==> src/rtl/core/binary_to_decimal_text_macros.svh <==
// Assertion helpers for the decimal text block; clock and reset are the module's own.
`ifndef BINARY_TO_DECIMAL_TEXT_MACROS_SVH
`define BINARY_TO_DECIMAL_TEXT_MACROS_SVH

// Consequent must hold in the same cycle as the antecedent.
`define B2DT_ASSERT_SAME(label, ante, cons) \
   label: assert property (@(posedge clock) disable iff (reset) (ante) |-> (cons)) \
      else $error("b2dt: same-cycle check failed");

// Consequent must hold in the cycle after the antecedent.
`define B2DT_ASSERT_NEXT(label, ante, cons) \
   label: assert property (@(posedge clock) disable iff (reset) (ante) |=> (cons)) \
      else $error("b2dt: next-cycle check failed");

`endif

==> src/rtl/core/b2dt_pkg.sv <==
`default_nettype none

package b2dt_pkg;

   localparam int unsigned VALUE_W   = 16;
   localparam int unsigned DIGIT_CNT = 5;
   localparam int unsigned BCD_W     = 4 * DIGIT_CNT;
   localparam int unsigned SHIFT_W   = $clog2(VALUE_W);
   localparam int unsigned LEFT_W    = $clog2(DIGIT_CNT);

   localparam logic [7:0] CH_ZERO  = 8'h30;
   localparam logic [7:0] CH_CR    = 8'h0D;
   localparam logic [7:0] CH_MINUS = 8'h2D;

   typedef enum logic [2:0] {
      E_IDLE,
      E_SIGN,
      E_SKIP,
      E_DIGIT,
      E_TERM
   } emit_state_type;

   typedef struct packed {
      logic done;
      logic minus;
   } conv_status_type;

endpackage

`default_nettype wire

==> src/rtl/core/b2dt_dabble.sv <==
`default_nettype none

module b2dt_dabble (
   input  wire logic                          clock,
   input  wire logic                          reset,
   input  wire logic                          load,
   input  wire logic [b2dt_pkg::VALUE_W-1:0]  value,
   output logic                               running,
   output logic                               done,
   output logic      [b2dt_pkg::BCD_W-1:0]    bcd
);
   import b2dt_pkg::*;

   logic [VALUE_W-1:0] bin_ff, bin_in;
   logic [BCD_W-1:0]   bcd_ff, bcd_in;
   logic [BCD_W-1:0]   adj;
   logic [SHIFT_W-1:0] cnt_ff, cnt_in;
   logic               run_ff, run_in;
   logic               done_ff, done_in;

   // add three to every digit of five or more, then shift one bit in
   always_comb begin
      for (int i = 0; i < DIGIT_CNT; i++) begin
         if (bcd_ff[4*i +: 4] >= 4'd5) begin
            adj[4*i +: 4] = bcd_ff[4*i +: 4] + 4'd3;
         end else begin
            adj[4*i +: 4] = bcd_ff[4*i +: 4];
         end
      end
   end

   always_comb begin
      bin_in  = bin_ff;
      bcd_in  = bcd_ff;
      cnt_in  = cnt_ff;
      run_in  = run_ff;
      done_in = 1'b0;
      if (load) begin
         bin_in = value;
         bcd_in = '0;
         cnt_in = '0;
         run_in = 1'b1;
      end else if (run_ff) begin
         bin_in = {bin_ff[VALUE_W-2:0], 1'b0};
         bcd_in = {adj[BCD_W-2:0], bin_ff[VALUE_W-1]};
         cnt_in = cnt_ff + 1'b1;
         if (cnt_ff == SHIFT_W'(VALUE_W - 1)) begin
            run_in  = 1'b0;
            done_in = 1'b1;
         end
      end
   end

   always_ff @(posedge clock) begin
      if (reset) begin
         run_ff  <= 1'b0;
         done_ff <= 1'b0;
         cnt_ff  <= '0;
      end else begin
         run_ff  <= run_in;
         done_ff <= done_in;
         cnt_ff  <= cnt_in;
      end
   end

   always_ff @(posedge clock) begin
      bin_ff <= bin_in;
      bcd_ff <= bcd_in;
   end

   assign running = run_ff;
   assign done    = done_ff;
   assign bcd     = bcd_ff;

endmodule

`default_nettype wire

==> src/rtl/core/b2dt_emit.sv <==
`default_nettype none

module b2dt_emit (
   input  wire logic                              clock,
   input  wire logic                              reset,
   input  wire b2dt_pkg::conv_status_type         status,
   input  wire logic [b2dt_pkg::BCD_W-1:0]        bcd,
   output logic                                   idle,
   output logic                                   strobe,
   output logic      [7:0]                        text_char,
   output logic                                   last_char
);
   import b2dt_pkg::*;

   emit_state_type    state_ff, state_in;
   logic [BCD_W-1:0]  digit_ff, digit_in;
   logic [LEFT_W-1:0] left_ff, left_in;
   logic [3:0]        top_digit;

   assign top_digit = digit_ff[BCD_W-1 -: 4];

   always_ff @(posedge clock) begin
      if (reset) begin
         state_ff <= E_IDLE;
      end else begin
         state_ff <= state_in;
      end
   end

   always_ff @(posedge clock) begin
      digit_ff <= digit_in;
      left_ff  <= left_in;
   end

   always_comb begin
      state_in  = state_ff;
      digit_in  = digit_ff;
      left_in   = left_ff;
      strobe    = 1'b0;
      text_char = CH_CR;
      last_char = 1'b0;
      unique case (state_ff)
         E_IDLE: begin
            if (status.done) begin
               digit_in = bcd;
               left_in  = LEFT_W'(DIGIT_CNT - 1);
               state_in = status.minus ? E_SIGN : E_SKIP;
            end
         end
         E_SIGN: begin
            strobe    = 1'b1;
            text_char = CH_MINUS;
            state_in  = E_SKIP;
         end
         // drop leading zeros, always keep the units digit
         E_SKIP: begin
            if (top_digit == 4'd0 && left_ff != '0) begin
               digit_in = {digit_ff[BCD_W-5:0], 4'd0};
               left_in  = left_ff - 1'b1;
            end else begin
               state_in = E_DIGIT;
            end
         end
         E_DIGIT: begin
            strobe    = 1'b1;
            text_char = CH_ZERO + {4'd0, top_digit};
            digit_in  = {digit_ff[BCD_W-5:0], 4'd0};
            if (left_ff == '0) begin
               state_in = E_TERM;
            end else begin
               left_in = left_ff - 1'b1;
            end
         end
         E_TERM: begin
            strobe    = 1'b1;
            text_char = CH_CR;
            last_char = 1'b1;
            state_in  = E_IDLE;
         end
         default: begin
            state_in = E_IDLE;
         end
      endcase
   end

   assign idle = (state_ff == E_IDLE);

endmodule

`default_nettype wire

==> src/rtl/core/binary_to_decimal_text.sv <==
// binary_to_decimal_text: prints a 16-bit number as ASCII decimal text.
// Input: raise start with req_raw_value and req_signed_mode; the item is
// taken at a clock edge where start is high and busy is low. busy stays high
// from the cycle after that edge until the last character has gone out.
// Output: one character per beat on rsp_text_char, marked by a one-cycle
// rsp_strobe; the receiver cannot stall, every beat is taken as it comes.
// Order: optional '-', one to five digits without leading zeros, then a
// carriage return with rsp_last_char high.
// Flow: a bit-serial shift-add-3 converter works through the magnitude,
// then hands the digits to the character sequencer, which emits the
// optional sign, skips suppressed leading zeros one at a time until it
// finds the first digit, then emits the digits and the carriage return.
// The next item is taken only after that carriage return has gone out.
// Reset: synchronous, active high; clears the converter and sequencer, so
// any run in flight is abandoned and no further beats appear.
`default_nettype none

`include "binary_to_decimal_text_macros.svh"

module binary_to_decimal_text (
   input  wire logic                              clock,
   input  wire logic                              reset,
   input  wire logic                              start,
   output logic                                   busy,
   input  wire logic [b2dt_pkg::VALUE_W-1:0]      req_raw_value,
   input  wire logic                              req_signed_mode,
   output logic                                   rsp_strobe,
   output logic      [7:0]                        rsp_text_char,
   output logic                                   rsp_last_char
);
   import b2dt_pkg::*;

   logic               accept;
   logic               negative;
   logic [VALUE_W-1:0] magnitude;
   logic               minus_ff;
   logic               conv_running;
   logic               conv_done;
   logic [BCD_W-1:0]   conv_bcd;
   logic               emit_idle;
   conv_status_type    status;

   assign accept    = start && !busy;
   assign negative  = req_signed_mode && req_raw_value[VALUE_W-1];
   assign magnitude = negative ? (~req_raw_value) + VALUE_W'(1) : req_raw_value;

   always_ff @(posedge clock) begin
      if (accept) begin
         minus_ff <= negative;
      end
   end

   b2dt_dabble u_dabble (
      .clock   (clock),
      .reset   (reset),
      .load    (accept),
      .value   (magnitude),
      .running (conv_running),
      .done    (conv_done),
      .bcd     (conv_bcd)
   );

   assign status.done  = conv_done;
   assign status.minus = minus_ff;

   b2dt_emit u_emit (
      .clock     (clock),
      .reset     (reset),
      .status    (status),
      .bcd       (conv_bcd),
      .idle      (emit_idle),
      .strobe    (rsp_strobe),
      .text_char (rsp_text_char),
      .last_char (rsp_last_char)
   );

   assign busy = conv_running || conv_done || !emit_idle;

   `B2DT_ASSERT_SAME(a_strobe_while_busy, rsp_strobe, busy)
   `B2DT_ASSERT_NEXT(a_accept_sets_busy, accept, busy && !rsp_strobe)
   `B2DT_ASSERT_SAME(a_last_is_cr, rsp_strobe && rsp_last_char, rsp_text_char == CH_CR)
   `B2DT_ASSERT_SAME(a_done_finds_idle, conv_done, emit_idle && !conv_running)

endmodule

`default_nettype wire

==> config.mk <==
export PLATFORM = sky130hd
export DESIGN_NAME = binary_to_decimal_text
export DESIGN_NICKNAME = d
export VERILOG_FILES = /design/src/rtl/core/b2dt_pkg.sv /design/src/rtl/core/b2dt_dabble.sv /design/src/rtl/core/b2dt_emit.sv /design/src/rtl/core/binary_to_decimal_text.sv
export VERILOG_INCLUDE_DIRS = /design/src /design/src/rtl/core
export SDC_FILE = /design/constraint.sdc
export NUM_CORES = 1
export LEC_CHECK = 0
export BUFFER_PORTS_ARGS = -buffer_cell sky130_fd_sc_hd__clkbuf_2
export CORE_ASPECT_RATIO = 2
export CORE_UTILIZATION = 40
export CTS_BUF_LIST = sky130_fd_sc_hd__clkbuf_4 sky130_fd_sc_hd__clkbuf_8
export DETAILED_ROUTE_END_ITERATION = 10
export GPL_TIMING_DRIVEN = 1
export HOLD_SLACK_MARGIN = 0.05
export PLACE_DENSITY = 0.65
export SYNTH_ARGS = -nofsm -noshare
export SYNTH_HDL_FRONTEND = slang
export SYNTH_SLANG_ARGS = --single-unit
==> constraint.sdc <==
create_clock -name clock -period 5.1 [get_ports clock]
set_input_delay 0 -clock clock [delete_from_list [all_inputs] [get_ports clock]]
set_output_delay 0 -clock clock [all_outputs]
set_load 0.01 [all_outputs]
==> impl_metrics.py <==
metrics = {
    "cells_and_area": {
        "layout_common_cells": "nand2_1, edfxtp_1, o21ai_0, dfxtp_1, clkbuf_2",
        "nFillCells": 819,
        "final_common_cell": "nand2_1",
        "regArea_mm2": 0.001782,
        "drive_gt1_share_pct": 13.98,
        "area_growth_pct": 13.68,
        "num_antenna_cells": 0,
        "multiInputGateArea_mm2": 0.001590,
        "layout.nets": 444,
    },
    "grt": {
        "grtUsageTotal_pct": 16.21,
        "overflow": 0,
        "antenna_found_initial": 0,
        "grt_pass1_wl_um": 11090,
        "grt_max_degree": 42,
        "grt_pass1_vias": 2593,
    },
    "drt": {
        "top_layer": "met4",
        "via_count": 2637,
        "drt-wirelength-per-cell_um": 12.77,
        "drt_iter0_drc": 62,
        "route.met3.wl_um": 149,
        "firstDrtPassIters": 4,
        "drtAntennaViolNets": 0,
        "wl_met1_um": 2589,
        "totalWireLength_um": 6576,
        "vias_per_cell": 5.120,
        "wl_met2_um": 3642,
        "drcViolationCount": 0,
    },
    "yosys": {
        "syn_avg_cell_area_um2": 9.318,
        "synth.top_cell.area_share_pct": 34.10,
        "synth_top_family_by_area": "simple AND/OR/NAND/NOR gates",
        "synthAdderAreaFrac_pct": 4.973,
        "synthSimpleGateAreaFrac_pct": 19.25,
        "netlist_top_cells_area": "edfxtp_1, dfxtp_1, nand2_1, ha_1, o21ai_0",
        "synthArstFlopShare_pct": 0,
        "ys_seq_area_share_pct": 50.59,
        "synth_edf_count": 40,
        "ys_ff_latch": 69,
        "synth_mux_area_share_pct": 1.989,
        "synth_ff_type": "edfxtp_1",
        "synth-compound-area-share_pct": 12.15,
        "synth_cell_type_count": 39,
        "ys_warn_count": 0,
        "synth_top_cell_by_area": "edfxtp_1",
        "synth_xor_area_share_pct": 6.465,
        "synth_area_mm2": 0.003522,
        "syn_inst": 378,
    },
    "sta": {
        "max_freq_mhz": 319.6,
        "setup_viol": 0,
        "rsz0062_at_grt": "false",
        "slew_viol_final": 0,
        "setup_tns_ns": 0,
        "whs_ns": 0.07165,
        "fin_skew_ns": 0.008300,
        "relSlewSlack_pct": 26.30,
        "post-route-period-util_pct": 61.36,
        "hold_viol": 0,
        "layout_min_cycle_time_ns": 3.129,
        "tightest_slew_ns": 1.106,
    },
    "clock_network": {
        "cts_buffer_depth": 2,
        "clk_pin_slew_ns": 0.07,
        "cts_root_buffer": "clkbuf_8",
        "cts_buffers": 9,
        "h-tree-depth": 3,
        "cts_tree": "yes",
        "cts_sinks": 69,
        "insertion_delay_ns": 0.34,
        "cts_resized": 0,
        "post_cts_buffers": 0,
    },
    "critical_path": {
        "cp-end-kind": "register",
        "max_stage_delay_ns": 0.67,
        "arrival_ns": 3.34,
        "crit_chain": "or2_1 -> nor4_2 -> nand2_1 -> inv_2 -> nand3_1 -> dlygate4sd3_1 -> nand2_1",
        "cp_slowest_cell": "nand2_1",
        "cp-start-kind": "register",
        "cp-startpoint": "u_emit.state_ff[1]$_SDFFE_PP0P_",
        "cp_top_family": "simple AND/OR/NAND/NOR gates",
        "r2r_start": "u_emit.state_ff[1]$_SDFFE_PP0P_",
        "crit_fanout": 36,
        "path_common_cell": "nand2_1",
        "worst-path-buf-inv": 2,
        "critPathKind": "register to register",
        "required_ns": 5.31,
    },
    "floorplanning": {
        "initial_core_util_pct": 41.01,
        "fp.dieW_um": 68.35,
        "dieArea_mm2": 0.009207,
        "io_pins": 31,
        "coreArea_mm2": 0.008588,
        "fp.dieH_um": 134.7,
        "rows": 48,
    },
    "min_path": {
        "hold_start": "req_raw_value[6]",
        "worstHoldPathType": "primary input to register",
    },
    "placed_design": {
        "numPortBuffers": 28,
        "dp.final_hpwl_um": 4768,
        "gp_congestion": 0.7956,
    },
    "power_and_ir_drop": {
        "ir_drop_mv": 0.1329,
        "power_density_mw_per_mm2": 296.9,
        "leakage_nw": 1.541,
    },
    "outcome": {
        "outcome": "complete, no violations",
    },
    "run": {
        "max-cap-violations": 0,
    },
}
## cell type report
cell class,count,area share (%)
Multi-Input combinational cell,272,39.72
Inverter,20,1.875
Clock inverter,5,1.281
Timing Repair Buffer,38,5.875
Tap cell,100,3.125
Sequential cell,69,44.50
Clock buffer,11,3.625
## metal layers
layer	track usage [%]	vias to the layer above
met5	0	-
met4	8.681	0
met3	3.547	13
met2	29.58	47
met1	15.98	1228
li1	-	1349
## Yosys cell counts, drive strengths merged, types with 11 or more instances
master and instances:
o31ai 12, nor2 24, inv 20, dfxtp 29, xor2 12, nand2 78
clkbuf 11, o21ai 35, ha 14, a21oi 22, edfxtp 40, xnor2 14
## what timing repair did
action,4_1_cts,5_1_grt
hold endpoints to repair,15,0
hold buffers,8,0
setup endpoints to repair,0,0
## worst reg2reg max path, stage by stage (launching register included)
cell and delay, ns:
dfxtp_1 0.40, or2_1 0.29, nor4_2 0.20, nand2_1 0.67, inv_2 0.67, nand3_1 0.13
dlygate4sd3_1 0.59, nand2_1 0.07
## through the flow
stage	setup WS [ns]	total power, mW	cells	utilization [%]	cell area, um2
detailed placement	2.239	0.7589	491	43.40	3727
global route	1.601	1.241	515	46.62	4004
global placement	2.412	0.7534	491	43.40	3727
finish	1.971	1.189	515	46.62	4004
CTS	1.915	1.203	515	46.62	4004
floorplan	2.739	0.7263	379	-	3526
## state kept, by name (all words and copies together), names as in the netlist
| name | flops |
|---|---|
| minus_ff | 1 |
| u_emit.state_ff | 3 |
| u_dabble.bin_ff | 16 |
| u_emit.digit_ff | 20 |
| u_dabble.bcd | 20 |
| u_emit.left_ff | 3 |
| u_dabble.done | 1 |
| u_dabble.cnt_ff | 4 |
| u_dabble.running | 1 |
## report_power, final
group	total (mW)	switching (mW)	internal [mW]
clock	0.440	0.199	0.241
combinational	0.113	0.0688	0.0446
sequential	0.635	0.0130	0.622
total	1.19	0.280	0.908
## worst paths after layout
path | to | slack, ns | depth (start not counted)
setup / recovery | u_dabble.bin_ff[15]$_DFFE_PP_ | 1.97 | 7
hold / removal | u_dabble.bin_ff[6]$_DFFE_PP_ | 0.07 | 3
setup reg to reg | u_dabble.bin_ff[15]$_DFFE_PP_ | 1.97 | 7
hold reg to reg | u_dabble.bcd[19]$_SDFFE_PP0P_ | 0.48 | 2
## cell families after synthesis
logic type               after synthesis
flip-flops                            69
AO/OA/AOI/OAI                         75
other                                  1
AND/OR/NAND/NOR                      148
adder cells (fa/ha/maj)               14
multiplexers                           7
buffers and inverters                 38
XOR/XNOR                              26
(Power assumes the default switching activity.)
